<file path="src/design/lgs_pkg.sv">
// shared types and constants for the life generation step block
package lgs_pkg;

	localparam int MAX_WIDTH  = 64;
	localparam int MAX_HEIGHT = 64;

	localparam int CFG_DATA_W  = 7;
	localparam int CFG_INDEX_W = 1;
	localparam int COL_W       = $clog2(MAX_WIDTH);
	localparam int ROW_W       = $clog2(MAX_HEIGHT + 2);
	localparam int POS_W       = $clog2(MAX_WIDTH * MAX_HEIGHT + MAX_WIDTH + 1);
	localparam int WIN_W       = 9;
	localparam int CNT_W       = 4;

	localparam int BIRTH_COUNT   = 3;
	localparam int SURVIVE_COUNT = 2;

	typedef enum logic [CFG_INDEX_W-1:0] {
		CFG_BOARD_WIDTH  = 1'b0,
		CFG_BOARD_HEIGHT = 1'b1
	} lgs_cfg_idx_t;

	typedef struct packed {
		logic mode;
		logic cell_alive;
	} lgs_item_t;

	typedef struct packed {
		logic             next_alive;
		logic [CNT_W-1:0] live_neighbors;
		logic             last_of_frame;
	} lgs_result_t;

	// one stage of the two row delay lines
	typedef struct packed {
		logic mid;
		logic up;
	} lgs_cell_data_t;

	typedef struct packed {
		logic shift;
		logic load;
	} lgs_cell_ctrl_t;

	typedef struct packed {
		logic advance;
		logic clear;
		logic row_start;
	} lgs_win_ctrl_t;

endpackage

</file>
<file path="src/design/life_generation_step.sv">
// top level: conway life b3/s23 generation step over a streamed raster board
// result: the result for a cell is computed with the item width+1 positions later
//   and is registered in the output register, or the skid stage while the output stalls
// throughput: one item per cycle unless item_stall is high; the row delay chain shifts once per item
// reset: width and height go to 64, stream position and window clear; the chain
//   content is not cleared, rows not yet written in a frame read as dead
module life_generation_step (
	input  logic                          clk,
	input  logic                          arst_n,
	input  logic                          item_valid,
	output logic                          item_stall,
	input  lgs_pkg::lgs_item_t            item,
	output logic                          result_valid,
	input  logic                          result_stall,
	output lgs_pkg::lgs_result_t          result,
	input  logic                          cfg_valid,
	output logic                          cfg_ready,
	input  lgs_pkg::lgs_cfg_idx_t         cfg_index,
	input  logic [lgs_pkg::CFG_DATA_W-1:0] cfg_data
);
	import lgs_pkg::*;

	logic [CFG_DATA_W-1:0] width_q;
	logic [CFG_DATA_W-1:0] height_q;
	logic [CFG_DATA_W-1:0] w_eff;
	logic [CFG_DATA_W-1:0] h_eff;
	logic [COL_W-1:0]      w_m1;
	logic [POS_W-1:0]      total;
	logic [POS_W-1:0]      w_ext;

	logic [COL_W-1:0] col_q;
	logic [ROW_W-1:0] row_q;
	logic [POS_W-1:0] pos_q;

	logic cfg_fire;
	logic acc;
	logic cell_bit;
	logic mid_bit;
	logic up_bit;
	logic produce;
	logic last_hit;
	logic col_end;

	lgs_cell_data_t chain_data [MAX_WIDTH];
	lgs_cell_data_t head;
	lgs_win_ctrl_t  win_ctrl;
	lgs_result_t    res;
	lgs_result_t    skid_q;
	lgs_result_t    out_q;
	logic           skid_valid_q;
	logic           out_valid_q;
	logic           out_free;
	logic [CNT_W-1:0] nb_count;
	logic           nb_next;

	// board size, out-of-range values saturate
	assign w_eff = (width_q == '0) ? CFG_DATA_W'(1) :
		(width_q > CFG_DATA_W'(MAX_WIDTH)) ? CFG_DATA_W'(MAX_WIDTH) : width_q;
	assign h_eff = (height_q == '0) ? CFG_DATA_W'(1) :
		(height_q > CFG_DATA_W'(MAX_HEIGHT)) ? CFG_DATA_W'(MAX_HEIGHT) : height_q;
	assign w_m1  = COL_W'(w_eff - CFG_DATA_W'(1));
	assign w_ext = POS_W'(w_eff);
	assign total = POS_W'(w_eff) * POS_W'(h_eff);

	assign cfg_ready = 1'b1;
	assign cfg_fire  = cfg_valid & cfg_ready;

	// a size write restarts the frame, so no cell transaction goes with it
	assign item_stall = skid_valid_q | cfg_valid;
	assign acc        = item_valid & ~item_stall;

	assign cell_bit = (pos_q < total) && !item.mode && item.cell_alive;
	assign mid_bit  = (row_q >= ROW_W'(1)) && chain_data[0].mid;
	assign up_bit   = (row_q >= ROW_W'(2)) && chain_data[0].up;
	assign col_end  = (col_q == w_m1);

	assign produce  = pos_q >= (w_ext + POS_W'(1));
	assign last_hit = produce && (pos_q == total + w_ext);

	// new column enters at stage width-1, oldest column leaves at stage 0
	assign head.mid = cell_bit;
	assign head.up  = chain_data[0].mid;

	for (genvar k = 0; k < MAX_WIDTH; k++) begin : g_chain
		localparam logic [COL_W-1:0] K = COL_W'(k);
		lgs_cell_ctrl_t ctrl;
		lgs_cell_data_t nb;

		assign ctrl.shift = acc & ~cfg_fire;
		assign ctrl.load  = (w_m1 == K);
		if (k == MAX_WIDTH - 1) begin : g_tail
			assign nb = '0;
		end else begin : g_mid
			assign nb = chain_data[k+1];
		end

		lgs_line_cell u_cell (
			.clk  (clk),
			.ctrl (ctrl),
			.head (head),
			.nb   (nb),
			.data (chain_data[k])
		);
	end

	assign win_ctrl.advance   = acc & ~cfg_fire & ~last_hit;
	assign win_ctrl.clear     = cfg_fire | (acc & last_hit);
	assign win_ctrl.row_start = (col_q == '0);

	lgs_window u_window (
		.clk            (clk),
		.arst_n         (arst_n),
		.ctrl           (win_ctrl),
		.col            ({cell_bit, mid_bit, up_bit}),
		.live_neighbors (nb_count),
		.next_alive     (nb_next)
	);

	assign res.next_alive     = nb_next;
	assign res.live_neighbors = nb_count;
	assign res.last_of_frame  = last_hit;

	// stream position and configuration
	always_ff @(posedge clk or negedge arst_n) begin
		if (!arst_n) begin
			width_q  <= CFG_DATA_W'(MAX_WIDTH);
			height_q <= CFG_DATA_W'(MAX_HEIGHT);
			col_q    <= '0;
			row_q    <= '0;
			pos_q    <= '0;
		end else if (cfg_fire) begin
			unique case (cfg_index)
				CFG_BOARD_WIDTH:  width_q  <= cfg_data;
				CFG_BOARD_HEIGHT: height_q <= cfg_data;
				default:          width_q  <= width_q;
			endcase
			col_q <= '0;
			row_q <= '0;
			pos_q <= '0;
		end else if (acc) begin
			if (last_hit) begin
				col_q <= '0;
				row_q <= '0;
				pos_q <= '0;
			end else begin
				col_q <= col_end ? '0 : col_q + COL_W'(1);
				row_q <= col_end ? row_q + ROW_W'(1) : row_q;
				pos_q <= pos_q + POS_W'(1);
			end
		end
	end

	// output register with a skid stage behind it
	assign out_free = ~out_valid_q | ~result_stall;

	always_ff @(posedge clk or negedge arst_n) begin
		if (!arst_n) begin
			out_valid_q  <= 1'b0;
			skid_valid_q <= 1'b0;
		end else if (out_free) begin
			out_valid_q  <= skid_valid_q | (acc & produce & ~cfg_fire);
			skid_valid_q <= 1'b0;
		end else if (acc & produce & ~cfg_fire) begin
			skid_valid_q <= 1'b1;
		end
	end

	always_ff @(posedge clk) begin
		if (out_free) begin
			out_q <= skid_valid_q ? skid_q : res;
		end else if (acc & produce) begin
			skid_q <= res;
		end
	end

	assign result_valid = out_valid_q;
	assign result       = out_q;

	a_skid_behind_out: assert property (@(posedge clk) disable iff (!arst_n)
		skid_valid_q |-> out_valid_q)
		else $error("skid holds a transaction while the output register is empty");

	a_col_in_board: assert property (@(posedge clk) disable iff (!arst_n)
		col_q <= w_m1)
		else $error("column position beyond board width");

	a_frame_restart: assert property (@(posedge clk) disable iff (!arst_n)
		(acc && last_hit && !cfg_fire) |=> (pos_q == '0 && col_q == '0 && row_q == '0))
		else $error("stream position not cleared after last cell of frame");

	a_no_early_result: assert property (@(posedge clk) disable iff (!arst_n)
		(acc && !produce && !skid_valid_q && out_free) |=> !out_valid_q)
		else $error("result emitted before the window was filled");

endmodule

</file>
<file path="src/design/lgs_line_cell.sv">
// one stage of the row delay chain, holds a middle-row and an upper-row bit
module lgs_line_cell (
	input  logic                    clk,
	input  lgs_pkg::lgs_cell_ctrl_t ctrl,
	input  lgs_pkg::lgs_cell_data_t head,
	input  lgs_pkg::lgs_cell_data_t nb,
	output lgs_pkg::lgs_cell_data_t data
);
	import lgs_pkg::*;

	lgs_cell_data_t data_q;

	// the stage at width-1 takes the new column, the others take their neighbor
	always_ff @(posedge clk) begin
		if (ctrl.shift) begin
			data_q <= ctrl.load ? head : nb;
		end
	end

	assign data = data_q;

endmodule

</file>
<file path="src/design/lgs_window.sv">
// 3x3 window register, neighbor count and b3/s23 rule
module lgs_window (
	input  logic                   clk,
	input  logic                   arst_n,
	input  lgs_pkg::lgs_win_ctrl_t ctrl,
	input  logic [2:0]             col,
	output logic [lgs_pkg::CNT_W-1:0] live_neighbors,
	output logic                   next_alive
);
	import lgs_pkg::*;

	logic [WIN_W-1:0] win_q;
	logic [WIN_W-1:0] win;
	logic [WIN_W-1:0] ring;
	logic [CNT_W-1:0] sum;

	// each row has dead cells beyond both of its ends
	assign win  = ctrl.row_start ? {3'b000, win_q[WIN_W-1:3]} : {col, win_q[WIN_W-1:3]};
	assign ring = win & 9'h1EF;

	always_comb begin
		sum = '0;
		for (int i = 0; i < WIN_W; i++) begin
			sum = sum + CNT_W'(ring[i]);
		end
	end

	assign live_neighbors = sum;
	assign next_alive = (sum == CNT_W'(BIRTH_COUNT)) ||
		(win[4] && (sum == CNT_W'(SURVIVE_COUNT)));

	always_ff @(posedge clk or negedge arst_n) begin
		if (!arst_n) begin
			win_q <= '0;
		end else if (ctrl.clear) begin
			win_q <= '0;
		end else if (ctrl.advance) begin
			win_q <= ctrl.row_start ? {col, 6'b000000} : win;
		end
	end

endmodule
</file>
<file path="config.mk">
export PLATFORM = sky130hd
export DESIGN_NAME = life_generation_step
export DESIGN_NICKNAME = d
export VERILOG_FILES = /design/src/design/lgs_pkg.sv /design/src/design/life_generation_step.sv /design/src/design/lgs_line_cell.sv /design/src/design/lgs_window.sv
export SDC_FILE = /design/constraint.sdc
export NUM_CORES = 1
export LEC_CHECK = 0
export BUFFER_PORTS_ARGS = -buffer_cell sky130_fd_sc_hd__buf_2
export CAP_MARGIN = 20
export CORE_MARGIN = 2
export CORE_UTILIZATION = 50
export DETAILED_ROUTE_END_ITERATION = 10
export PLACE_DENSITY = 0.66
export SETUP_SLACK_MARGIN = 0.2
export SLEW_MARGIN = 40
export SYNTH_ARGS = -nofsm -noshare
export SYNTH_HDL_FRONTEND = slang
export SYNTH_SLANG_ARGS = --single-unit
</file>
<file path="constraint.sdc">
create_clock -name clk -period 10.8 [get_ports clk]
set_input_delay 2.16 -clock clk [delete_from_list [all_inputs] [get_ports clk]]
set_output_delay 2.16 -clock clk [all_outputs]
set_load 0.03 [all_outputs]
</file>
* Yosys cells after proc, flatten, opt, wreduce, memory -nomap -nowiden
Index checks and enable logic that the tools add are counted.
** Word-level totals
- Word-level logic and storage cells :: 351
- Latch bits :: 0
- Memory bits (writable) :: 0
- Memory bits (read-only) :: 0
- Output and inout bits :: 9
- Flip-flop bits (word level) :: 191
- Bits of input ports :: 15
- Memories :: 0
** Operators by class
- Eq/ne operators :: 67
- Multiply operators :: 1
- Shift-type cells :: 0
- Bitwise operators :: 17
- Reduce and logical (&&, ||, !) cells :: 20
- Muxes and demuxes :: 85
- Div/mod/pow operators :: 0
- Add/sub/neg operators :: 13
- $lt $le $gt $ge :: 6
** Operator list (number)
- 6-bit == test (second input constant) :: 32
- 2-bit two-way mux :: 63
- 6-bit by 5-bit == test with 1-bit output (second input constant) :: 16
- 7-bit two-way mux :: 8
- 6-bit by 4-bit == test with 1-bit output (second input constant) :: 8
- 13-bit two-way mux :: 3
- 9-bit two-way mux :: 4
- 6-bit two-way mux :: 5
- 4-bit by 1-bit adder with 4-bit output :: 6
- 6-bit by 3-bit == test with 1-bit output (second input constant) :: 4
- 7-bit greater-than comparator (second input constant) :: 2
- 7-bit logical NOT :: 2
- 13-bit by 1-bit adder with 13-bit output (second input constant) :: 1
- 13-bit by 7-bit adder with 13-bit output :: 1
- 13-bit == test :: 1
- 13-bit by 8-bit >= comparator with 1-bit output :: 1
- 13-bit less-than comparator :: 1
- 7-bit by 7-bit multiplier with 13-bit output :: 1
- 6-bit by 2-bit == test with 1-bit output (second input constant) :: 2
- 6-bit logical NOT :: 2
- 7-bit by 1-bit adder with 8-bit output (second input constant) :: 1
- 4-bit by 2-bit == test with 1-bit output (second input constant) :: 2
- 2-bit AND reduction :: 4
- 7-bit by 1-bit adder with 7-bit output (second input constant) :: 1
- 16 further kinds :: 38

* Logic depth before layout (Yosys ltp)
Gate-level depths: netlist (run 1).
- Word-level depth :: 19
- Mapped depth :: 38
- Depth with buffers taken out :: 36

* Cells and area by module
Synthesis (run 1) repeated with hierarchy kept, for this count alone.
** Second synthesis, totals
- Cell total of the unflattened synthesis :: 1026
- Area, all modules :: 11796.3 um^2
** Modules (own cells, without submodules)
- life_generation_step :: area an instance 6055.8 um^2, cells an instance 728, times used 1, seq. area each 1413.9 um^2
- lgs_line_cell :: area an instance 82.6 um^2, cells an instance 4, times used 64, seq. area each 60.1 um^2
- lgs_window :: area an instance 455.4 um^2, cells an instance 42, times used 1, seq. area each 150.1 um^2

* Worst setup path before layout (run 1)
No wires, ideal clock.
- Path type :: register to register
- Start :: reg width_q[6]
- End :: reg out_q (netlist bit result[5]), data pin
- Arrival :: 8703 ps
- Setup slack :: 1967 ps
- Period minus slack after synthesis :: 8833 ps
- Data required time :: 10670 ps
- Stages on the path, launching flop included :: 37
- Setup time :: 130 ps
- Path buffers :: 3
- Cells stage by stage :: dfstp_2 -> clkbuf_1 -> inv_2 -> clkbuf_1 -> nand2_1 -> inv_1 -> and2_1 -> fa_1 -> inv_1 -> fa_1 -> inv_1 -> fa_1 -> ha_1 -> ha_1 -> o211ai_1 -> a21oi_1 -> nor2_1 -> xnor2_1 -> inv_1 -> ha_1 -> nor2b_1 -> o21ai_0 -> nand2b_1 -> a21oi_1 -> o21ai_0 -> maj3_1 -> a21oi_1 -> clkbuf_1 -> nand2_1 -> fa_1 -> fa_1 -> inv_1 -> fa_1 -> inv_1 -> fa_1 -> nor4_1 -> mux2_2
** On the way
- Cells in the longest elaborated chain, start to end :: 13
- Elaborated cells on any way between the ends :: 15
- Classes of those cells :: add/sub (1); mul (1); order compare (2); eq/ne (2); mux (4); reduce/logical (5)
** Ends and longest elaborated chain
- from (decl) :: line life_generation_step.sv:23 : logic [CFG_DATA_W-1:0] width_q;
- from (signal assigned) :: line life_generation_step.sv:126 : width_q <= CFG_DATA_W'(MAX_WIDTH);
- from (signal assigned) :: line life_generation_step.sv:133 : CFG_BOARD_WIDTH: width_q <= cfg_data;
- from (signal assigned) :: line life_generation_step.sv:135 : default: width_q <= width_q;
- 7-bit greater-than comparator :: line life_generation_step.sv:58 : (width_q > CFG_DATA_W'(MAX_WIDTH)) ? CFG_DATA_W'(MAX_WIDTH) : width_q;
- 7-bit two-way mux :: line life_generation_step.sv:58
- 7-bit two-way mux * :: line life_generation_step.sv:57 : assign w_eff = (width_q == '0) ? CFG_DATA_W'(1) :
- 7-bit by 7-bit multiplier with 13-bit output * :: line life_generation_step.sv:63 : assign total = POS_W'(w_eff) * POS_W'(h_eff);
- 13-bit less-than comparator * :: line life_generation_step.sv:72 : assign cell_bit = (pos_q < total) && !item.mode && item.cell_alive;
- 1-bit logical AND * (2 in series) :: line life_generation_step.sv:72
- 9-bit two-way mux * :: line lgs_window.sv:18 : assign win = ctrl.row_start ? {3'b000, win_q[WIN_W-1:3]} : {col, win_q[WIN_W-1:3]};
- 4-bit by 1-bit adder with 4-bit output * :: line lgs_window.sv:24 : sum = sum + CNT_W'(ring[i]);
- 4-bit by 2-bit == test with 1-bit output :: line lgs_window.sv:30 : (win[4] && (sum == CNT_W'(SURVIVE_COUNT)));
- 1-bit logical AND :: line lgs_window.sv:30
- 1-bit logical OR * :: line lgs_window.sv:29 : assign next_alive = (sum == CNT_W'(BIRTH_COUNT)) ||
- net nb_next :: line life_generation_step.sv:54 : logic nb_next;
- 6-bit two-way mux * :: line life_generation_step.sv:170 : out_q <= skid_valid_q ? skid_q : res;
- to (signal assigned) :: line life_generation_step.sv:170
- to (decl) :: line life_generation_step.sv:49 : lgs_result_t out_q;
The timed path passes the listed nets; every way through them passes the cells marked *.
A chain may end at the register's enable or synchronous reset.

* Worst setup path after layout (run 1)
Same ends and word-level chain as after synthesis.

==> run_results.csv, run 1 <==
group,metric,value,unit
status,status,"completed",
timing,slew_headroom,0.416,
floorplan,core_area,23300,µm²
setup_path,max_stage_delay,650,ps
placement,place_congestion,0.853,
global_routing,overflow,0,
timing,fin_skew,12.9,ps
floorplan,rows,56,
setup_path,worstPathArrival,9390,ps
logic_synthesis,yosys-mux-area-fraction,0.138,
cts,postCtsResizedCells,0,
layout,finalNonFillerCells,1381,
placement,dp_hpwl,16600,µm
route,vias,7777,
cts,clkTransAtPathRegs,80,ps
logic_synthesis,async_flop_share,0.255,
logic_synthesis,ys_seq_elements,188,
layout,final_net_count,1161,
route,first_pass_iters,5,
route,drc,0,
route,final_antenna_net_count,0,
cts,cts_hold_buf,0,
floorplan,die_area,24900,µm²
cts,cts_setup_buffers,0,
logic_synthesis,avgSynthCellArea,11.4,µm²
cts,clock_latency,440,ps
route,vias_per_cell,5.63,
setup_path,worst-setup-path-type,"flop to flop",
floorplan,die_y,158,µm
logic_synthesis,syn-cell-area,11800,µm²
timing,drv_slew,0,
timing,finalSetupViolations,0,
logic_synthesis,yosys.cell_types.count,71,
cts,htree_num_levels,4,
logic_synthesis,synth_compound_area_frac,0.0715,
global_routing,antenna_found_initial,0,
cts,cts_tree,"done",
timing,period_minus_slack,9080,ps
logic_synthesis,ys_warn_count,0,
placement,portBuffers,22,
timing,max_freq,110,MHz
layout,postLayoutCellArea,12900,µm²
placement,place_ws,1750,ps
logic_synthesis,synth_xor_area_frac,0.0398,
layout,fill_cells,1981,
cts,clock_sinks,188,
min_path,hp-class,"flop to flop",
pwr,peakVddDrop,0.000131,V
logic_synthesis,synth-simple-area-share,0.134,
route,wl_per_cell,17.7,µm
timing,rsz0062_at_grt,"false",
setup_path,crit_top_cell,"fa_1",
cts,cts_buffer_depth,2,
timing,tightest_slew,870,ps
logic_synthesis,synth-edff-count,140,
logic_synthesis,dominantRegCellSynth,"edfxtp_1",
timing,whs,533,ps
setup_path,crit_path_max_fanout,15,
global_routing,grt_pass1_wl,40400,µm
placement,dp.cells,1348,
setup_path,crit_slowest_cell,"dfstp_2",
layout,diodes,0,
layout,drive_gt1_frac,0.217,
timing,period_share,0.841,
logic_synthesis,synthAdderAreaFrac,0.121,
pwr,cellLeakagePower,5.15,nW
global_routing,grt_usage,0.208,
global_routing,grt_max_degree,91,
pwr,p_per_area,171,nW/µm²
job,drv_cap,0,
route,drt-total-wl,24500,µm
floorplan,initial_core_util,0.506,
logic_synthesis,yosysSeqAreaShare,0.458,
setup_path,cp.required,11110,ps
timing,hold_violations,0,
logic_synthesis,synth_top_family_by_area,"multiplexers",
placement,dpl_cell_area,12200,µm²
floorplan,io_pins,24,
cts,cts_made_buffers,17,
layout,synthToLayoutAreaGrowth,9.27,%
setup_path,cp-end-kind,"flop",
global_routing,grt_pass1_vias,7732,
logic_synthesis,netlist_instances,1039,
route,drtIter0Drc,552,
cts,cts_root_buf,"clkbuf_16",
timing,setup_slack,1720,ps
floorplan,die_w,158,µm
setup_path,cp-start-kind,"flop",
timing,setup_tns,0,ps
sequential cells by signal (all words and copies together), names as in the netlist:
name	flops
result	6
col_q	6
width_q	7
result_valid	1
height_q	7
u_window.win_q	6
pos_q	13
skid_q	6
row_q	7
g_chain.u_cell.data	128
skid_valid_q	1
cells in the final DEF (no fill, tap or decap), types with 16 or more instances in the layout:
cell type and n:
mux2_2 144, xnor2_1 37, nand3_1 30, o21ai_0 19, a21oi_1 30, fa_1 28, nand2_1 107, nor2_1 83
edfxtp_1 140, nor2b_1 16, dfrtp_1 46, ha_1 69, inv_1 69, clkbuf_16 17, buf_2 22
synthesized netlist by cell type (3+ instances only):
master,count,area share
o32ai_1,8,0.0059
nand4_1,10,0.0053
a32o_1,4,0.0034
o21a_1,5,0.0032
a21o_1,11,0.0070
or4_1,5,0.0032
clkbuf_1,30,0.0095
nand3_1,30,0.013
o211ai_1,3,0.0019
nor2b_1,16,0.0085
o21bai_1,3,0.0019
nor2_1,84,0.027
edfxtp_1,140,0.36
inv_1,69,0.022
nor3_1,12,0.0051
fa_1,28,0.047
xnor2_2,3,0.0041
nand2b_1,9,0.0048
nand2_1,107,0.034
a21oi_1,31,0.013
a31oi_1,4,0.0021
xnor2_1,37,0.027
nor4_1,4,0.0021
o31ai_1,6,0.0038
o31a_1,4,0.0030
and3_1,14,0.0074
o21ai_0,19,0.0081
a22oi_1,4,0.0025
mux2_2,144,0.14
xor2_1,11,0.0082
buf_2,5,0.0021
dfrtp_1,46,0.098
and2_1,15,0.0080
or2_2,3,0.0016
ha_1,69,0.073
a211oi_1,3,0.0019
worst max-delay path, delay by kind of cell (launching register included):
family / cells / cell delay (ps)
flops: 1 / 650
buf+inv: 7 / 750
xor+xnor: 1 / 300
fa+ha+maj: 11 / 4740
simple gates: 7 / 1330
mux: 1 / 220
compound gates: 6 / 960
per-stage QoR:
step | power, mW | util
2_1_floorplan | 1.38 | -
3_3_place_gp | 1.54 | 0.523
3_5_place_dp | 1.54 | 0.524
4_1_cts | 2.22 | 0.552
5_1_grt | 2.34 | 0.553
6_report | 2.21 | 0.553
path summary, 6_finish.rpt:
check	endpoint	slack [ps]	start	depth (start not counted)
max reg2reg	result[5]$_DFFE_PN_	1720	width_q[6]$_DFFE_PN1P_	33
min	result[0]$_DFFE_PN_	530	skid_q[0]$_DFFE_PP_	2
max in group asynchronous	pos_q[3]$_DFFE_PN0P_	8510	arst_n	2
min reg2reg	result[0]$_DFFE_PN_	530	skid_q[0]$_DFFE_PP_	2
min in group asynchronous	height_q[0]$_DFFE_PN0P_	1850	arst_n	2
max	result[5]$_DFFE_PN_	1720	width_q[6]$_DFFE_PN1P_	33
cell families (layout without fill, tap and decap cells):
kind of cell,after synthesis,count (layout)
AND/OR/NAND/NOR,324,324
flip-flops,188,188
multiplexers,145,145
AO/OA/AOI/OAI,121,121
buffers and inverters,111,133
adder cells (fa/ha/maj),98,98
XOR/XNOR,51,51
other,1,2
power breakdown:
part	switching (mW)	leakage (nW)	total (mW)	internal, mW
Combinational	0.418	2.87	0.690	0.272
Sequential	0.0198	1.97	0.839	0.819
Clock	0.303	0.309	0.681	0.378
final cells by class:
cell class,count,area [µm²],share of cell area
Timing Repair Buffer,28,179,0.0139
Multi-Input combinational cell,741,5990,0.464
Clock inverter,15,220,0.0171
Clock buffer,17,425,0.0330
Inverter,73,277,0.0214
Sequential cell,188,5410,0.419
Tap cell,319,399,0.0309
per-layer routing:
| layer | track usage | wire (µm) | share of wire | vias up |
|---|---|---|---|---|
| met4 | 0.0584 | 345 | 0.014 | 0 |
| met5 | 0 | 0 | 0 | - |
| met2 | 0.336 | 11500 | 0.47 | 175 |
| met3 | 0.0312 | 924 | 0.038 | 25 |
| li1 | - | - | - | 3726 |
| met1 | 0.293 | 11700 | 0.48 | 3851 |
No activity file was read; power rests on OpenSTA's default activity.
==> run 2, diff against run 1 <==
PLACE_DENSITY = 0.68   (was 0.66)
clock period = 7.4 ns   (was 10.8 ns; I/O delays follow)
==> run 2 against run 1 <==
Against the previous run:
- the flow now finishes with violations (setup timing)
- sequential share of layout area down 1.8 points
- global-route usage up 0.094 points
- sequential power up 45%
- worst hold slack worse by 8.3 ps
- combinational power up 74%
==> run_results.csv, run 2 (synthesized netlist as in run 1, its figures left out) <==
group,metric,value,unit
pwr,p_clk_frac,0.265,
setup_path,worstPathArrival,8220,ps
timing,whs,524,ps
route,drtIter0Drc,568,
min_path,hold_depth,1,
route,final_antenna_net_count,0,
timing,setup_slack,-632,ps
cts,cts_made_buffers,17,
layout,final_cell_mix,"143 x mux2_2, 140 x edfxtp_1, 105 x nand2_1",
floorplan,die_y,158,µm
global_routing,grt_pass1_wl,40700,µm
timing,tightest_slew,815,ps
placement,dp_hpwl,16900,µm
route,drc,0,
setup_path,rrSetupSlack,-630,ps
layout,layout_commonest_cell,"mux2_2",
timing,period_share,1.09,
route,first_pass_iters,5,
global_routing,antenna_found_initial,0,
timing,drv_slew,0,
floorplan,die_area,24900,µm²
min_path,hold_path_end,"height_q[0]$_DFFE_PN0P_",
timing,period_minus_slack,8030,ps
setup_path,cp_top_family,"adder cells",
setup_path,crit_slowest_cell,"fa_1",
min_path,hold_path_startpoint,"height_q[0]$_DFFE_PN0P_",
layout,diodes,0,
placement,dpl_cell_area,12800,µm²
setup_path,cp.required,7590,ps
cts,clkTransAtPathRegs,70,ps
timing,slew_headroom,0.453,
pwr,peakVddDrop,0.000141,V
timing,hold_violations,0,
layout,drive_gt1_frac,0.286,
setup_path,cp-start-kind,"flop",
setup_path,max_stage_delay,560,ps
setup_path,reg2reg_to,"result[5]$_DFFE_PN_",
min_path,hp-class,"flop to flop",
route,vias_per_cell,5.48,
route,wl_per_cell,16.9,µm
layout,postLayoutCellArea,13500,µm²
route,vias,7965,
pwr,cellLeakagePower,5.48,nW
global_routing,grt_pass1_vias,7907,
cts,clock_sinks,188,
placement,place_congestion,0.864,
setup_path,r2r_start,"width_q[1]$_DFFE_PN0P_",
status,violations,"setup timing",
pwr,p_sw,1.11,mW
pwr,power_frac_seq,0.370,
cts,cts_buffer_depth,2,
cts,clock_latency,440,ps
cts,cts_tree,"done",
setup_path,cp-end-kind,"flop",
placement,place_ws,-668,ps
setup_path,path_buf_inv,4,
floorplan,rows,56,
layout,largest_reg_flops,128,
setup_path,ff2ff_path_depth,32,
route,drt-total-wl,24500,µm
placement,portBuffers,22,
layout,final_net_count,1233,
setup_path,crit_top_cell,"fa_1",
floorplan,core_area,23300,µm²
timing,max_freq,125,MHz
floorplan,io_pins,24,
pwr,p_per_area,245,nW/µm²
pwr,power.total,3.29,mW
cts,cts_root_buf,"clkbuf_16",
pwr,p_int,2.19,mW
pwr,swShare,0.336,
pwr,power_frac_comb,0.365,
timing,rsz0062_at_grt,"true",
timing,fin_skew,14.1,ps
global_routing,grt_usage,0.209,
cts,htree_num_levels,4,
setup_path,crit_path_max_fanout,4,
floorplan,die_w,158,µm
status,status,"finished, violations left",
job,drv_cap,0,
layout,synthToLayoutAreaGrowth,14.1,%
setup_path,worst-setup-path-type,"flop to flop",
floorplan,initial_core_util,0.506,
global_routing,overflow,0,
cts,cts_hold_buf,0,
timing,finalSetupViolations,10,
global_routing,grt_max_degree,76,
[run 2: power by group through the flow]
| stage | clock, mW | combinational, mW | sequential [mW] |
|---|---|---|---|
| 6_report | 0.873 | 1.20 | 1.22 |
| 5_1_grt | 0.926 | 1.34 | 1.22 |
| 4_1_cts | 0.886 | 1.19 | 1.22 |
| 3_5_place_dp | 0 | 1.18 | 1.24 |
| 3_3_place_gp | 0 | 1.16 | 1.24 |
| 2_1_floorplan | 0 | 0.806 | 1.25 |
[run 2: area by class of cell]
class	count	area [µm²]
fillers	1937	9870
multi-input cells	741	6120
flip-flops and latches	188	5410
repair buffers	100	707
clock buffers	18	429
well taps	319	399
inverters	73	279
clock inverters	14	125
[run 2: repair_timing]
item / CTS / global route
setup buffers: 0 / 2
setup endpoints to repair: 10 / 10
cloned: 0 / 0
gates resized for setup: 8 / 6
pin swaps: 0 / 14
[run 2: worst max path at each step]
stage,startpoint,to,slack [ps],cells past startpoint
2_1_floorplan,width_q[2]$_DFFE_PN0P_,result[5]$_DFFE_PN_,-580,34
3_3_place_gp,width_q[4]$_DFFE_PN0P_,result[5]$_DFFE_PN_,-540,31
3_5_place_dp,width_q[4]$_DFFE_PN0P_,result[5]$_DFFE_PN_,-670,31
4_1_cts,width_q[4]$_DFFE_PN0P_,result[5]$_DFFE_PN_,-620,33
5_1_grt,width_q[1]$_DFFE_PN0P_,result[5]$_DFFE_PN_,-940,35
6_report,width_q[1]$_DFFE_PN0P_,result[5]$_DFFE_PN_,-630,32
[run 2: routing by layer]
metal,GRT usage,part of all wire
met5,0,0
met4,0.0355,0.0075
met3,0.0334,0.029
met2,0.337,0.47
met1,0.303,0.49
[run 2: worst register-to-register path: cells and delay by family (launching register included)]
family                     cells  cell delay (ps)
AOI/OAI and AO/OA              8             1180
xor gates and xnor gates       2              370
adders and majority gates     11             4350
buffers and inverters          4              220
DFF                            1              380
muxes                          1              270
and+or+nand+nor                6             1000
[run 2: metrics by stage]
stage / cells / utilization / setup TNS (ps)
detailed placement: 1419 / 0.550 / -3730
floorplan: 1040 / - / -3010
CTS: 1451 / 0.575 / -3460
finish: 1453 / 0.577 / -3490
global route: 1453 / 0.577 / -6560
global placement: 1419 / 0.550 / -2730
==> run 3, diff against run 2 <==
SYNTH_HIERARCHICAL = 1   (was unset)
==> run 3 against run 2 <==
Against the previous run:
- synthesized cell count shrank 1.3%
- highest routed layer unchanged
- the flow now finishes without violations
- first-iteration DRC count grew 18%
- cell count shrank 2.1%
- area after synthesis is essentially flat
- total power is essentially flat
==> run_results.csv, run 3 <==
group,metric,value,unit
cts,clock_sinks,188,
route,maxUsedRoutingLayer,"met4",
placement,place_ws,116,ps
setup_path,cp-end-kind,"flop",
logic_synthesis,synth_top_area_share,0.356,
logic_synthesis,synth_area_leader_cell,"edfxtp_1",
min_path,hp-class,"flop to flop",
logic_synthesis,ys_seq_elements,188,
route,final_antenna_net_count,0,
status,status,"completed",
setup_path,reg2reg_to,"result[5]$_DFFE_PN_",
cts,cts_tree,"done",
setup_path,crit_slowest_cell,"dfstp_2",
layout,final_cell_mix,"146 x mux2_2, 140 x edfxtp_1, 134 x nor2_1",
timing,drv_slew,0,
floorplan,die_y,158,µm
cts,htree_num_levels,4,
setup_path,crit_path_max_fanout,7,
pwr,peakVddDrop,0.000156,V
route,drt-met1-wl,11700,µm
cts,cts_buffer_depth,2,
setup_path,max_stage_delay,610,ps
timing,setup_slack,228,ps
logic_synthesis,synth_area_leaders,"edfxtp_1 36%, mux2_2 14%, dfrtp_1 9.8%, ha_1 7.4%, fa_1 4.8%",
route,vias_per_cell,5.56,
setup_path,cp.required,7710,ps
route,drc,0,
logic_synthesis,netlist_instances,1026,
floorplan,core_area,23300,µm²
timing,hold_violations,0,
logic_synthesis,yosysSeqAreaShare,0.458,
logic_synthesis,synth_commonest_cells,"147 x mux2_2, 140 x edfxtp_1, 136 x nor2_1, 70 x ha_1, 67 x nand2_1",
setup_path,crit_end,"result[5]$_DFFE_PN_",
logic_synthesis,avgSynthCellArea,11.5,µm²
global_routing,grt_max_degree,90,
logic_synthesis,async_flop_share,0.255,
setup_path,startpoint,"width_q[6]$_DFFE_PN1P_",
route,first_pass_iters,7,
route,vias,7909,
layout,final_net_count,1203,
layout,diodes,0,
setup_path,rrSetupSlack,230,ps
global_routing,grt_pass1_vias,7849,
setup_path,crit_top_cell,"fa_1",
placement,dp_hpwl,16800,µm
cts,cts_root_buf,"clkbuf_16",
logic_synthesis,synth-edff-count,140,
layout,final_core_util,0.575,
timing,fin_skew,15.9,ps
setup_path,worstPathArrival,7480,ps
timing,rsz0062_at_grt,"true",
timing,slew_headroom,0.480,
placement,portBuffers,22,
timing,setup_tns,0,ps
pwr,cellLeakagePower,5.32,nW
setup_path,r2r_start,"width_q[6]$_DFFE_PN1P_",
floorplan,die_w,158,µm
global_routing,overflow,0,
logic_synthesis,ys_warn_count,6,
route,drt-total-wl,25000,µm
placement,place_congestion,0.879,
logic_synthesis,yosysMostFrequentCell,"mux2_2",
timing,tightest_slew,780,ps
global_routing,grt_pass1_wl,40100,µm
floorplan,io_pins,24,
layout,postLayoutCellArea,13400,µm²
timing,finalSetupViolations,0,
cts,clkTransAtPathRegs,80,ps
cts,clock_latency,440,ps
layout,drive_gt1_frac,0.287,
layout,synthToLayoutAreaGrowth,13.7,%
timing,period_minus_slack,7170,ps
logic_synthesis,dominantRegCellSynth,"edfxtp_1",
floorplan,die_area,24800,µm²
global_routing,antenna_found_initial,0,
layout,largest_reg_flops,128,
job,drv_cap,0,
logic_synthesis,yosys.cell_types.count,75,
route,wl_per_cell,17.6,µm
logic_synthesis,syn-cell-area,11800,µm²
layout,layout_commonest_cell,"mux2_2",
floorplan,rows,56,
placement,dpl_cell_area,12500,µm²
timing,max_freq,139,MHz
cts,cts_made_buffers,17,
pwr,p_per_area,245,nW/µm²
route,drtIter0Drc,670,
setup_path,worst-setup-path-type,"flop to flop",
cts,cts_hold_buf,0,
setup_path,cp-start-kind,"flop",
setup_path,ff2ff_path_depth,27,
global_routing,grt_usage,0.207,
route,met2_length,11900,µm
timing,period_share,0.969,
floorplan,initial_core_util,0.506,
route,dr_wl_met3,840,µm
-- run 3: cell count changes in the layout (fill, tap and decap cells not counted), moves of 7 or more --
cell	previous run	this run
buf_4	75	40
inv_1	63	54
nand2_1	105	62
nand2b_1	9	17
nand3_1	30	17
nor2_1	83	134
nor2b_1	14	7
xnor2_1	35	23
-- run 3: worst max-delay path: cells and delay by family, from the launching register on --
family,cells,cell delay (ps)
muxes,1,190
AOI/OAI and AO/OA,5,1010
adders and majority gates,9,3550
and+or+nand+nor,9,1520
buffers and inverters,3,140
DFF,1,610
-- run 3: cell type report --
| class | instances | area [µm²] |
|---|---|---|
| inverter | 66 | 260 |
| clock inverter | 13 | 126 |
| timing repair buffer | 67 | 467 |
| fill | 1929 | 9910 |
| sequential | 188 | 5410 |
| clock buffer | 19 | 433 |
| multi-input combinational | 750 | 6320 |
| tap | 319 | 399 |
-- run 3: routing by layer --
metal,global-route usage,up-vias
met1,0.284,3901
met5,0,-
met3,0.0309,35
li1,-,3810
met2,0.342,163
met4,0.0636,0
-- run 3: worst min-delay path by stage --
stage	from	end	slack, ps	depth (start not counted)
final	height_q[0]$_DFFE_PN0P_	height_q[0]$_DFFE_PN0P_	520	1
after global placement	height_q[0]$_DFFE_PN0P_	height_q[0]$_DFFE_PN0P_	490	1
after detailed placement	height_q[0]$_DFFE_PN0P_	height_q[0]$_DFFE_PN0P_	500	1
after CTS	height_q[0]$_DFFE_PN0P_	height_q[0]$_DFFE_PN0P_	520	1
after global routing	g_chain[29].u_cell/data[1]$_DFFE_PP_	g_chain[28].u_cell/data[1]$_DFFE_PP_	560	1
after floorplan	height_q[0]$_DFFE_PN0P_	height_q[0]$_DFFE_PN0P_	480	1
-- run 3: what timing repair did --
action | in CTS | in global routing
endpoints found under the setup margin | 1 | 29
setup buffers | 4 | 25
pin swaps | 1 | 23
cloned | 0 | 0
gates resized for setup | 3 | 39
-- run 3: per-stage QoR --
step                cells  power (mW)  hold slack [ps]
finish               1422        3.29              516
CTS                  1397        3.22              517
global placement     1361        2.32              493
detailed placement   1361        2.32              499
floorplan            1028        2.07              479
global route         1422        3.48              558
-- run 3: cells by family after synthesis --
group | after synthesis | synth area share
mux | 150 | 0.143
flops | 188 | 0.458
fa+ha+maj | 99 | 0.123
compound gates | 118 | 0.0742
simple gates | 333 | 0.133
xor+xnor | 46 | 0.0384
other cells | 2 | 0.000637
buf+inv | 90 | 0.0298
-- run 3: where the power goes --
group | internal [mW] | switching [mW]
clock | 0.447 | 0.437
sequential | 1.20 | 0.0352
combinational | 0.497 | 0.678
total | 2.14 | 1.15
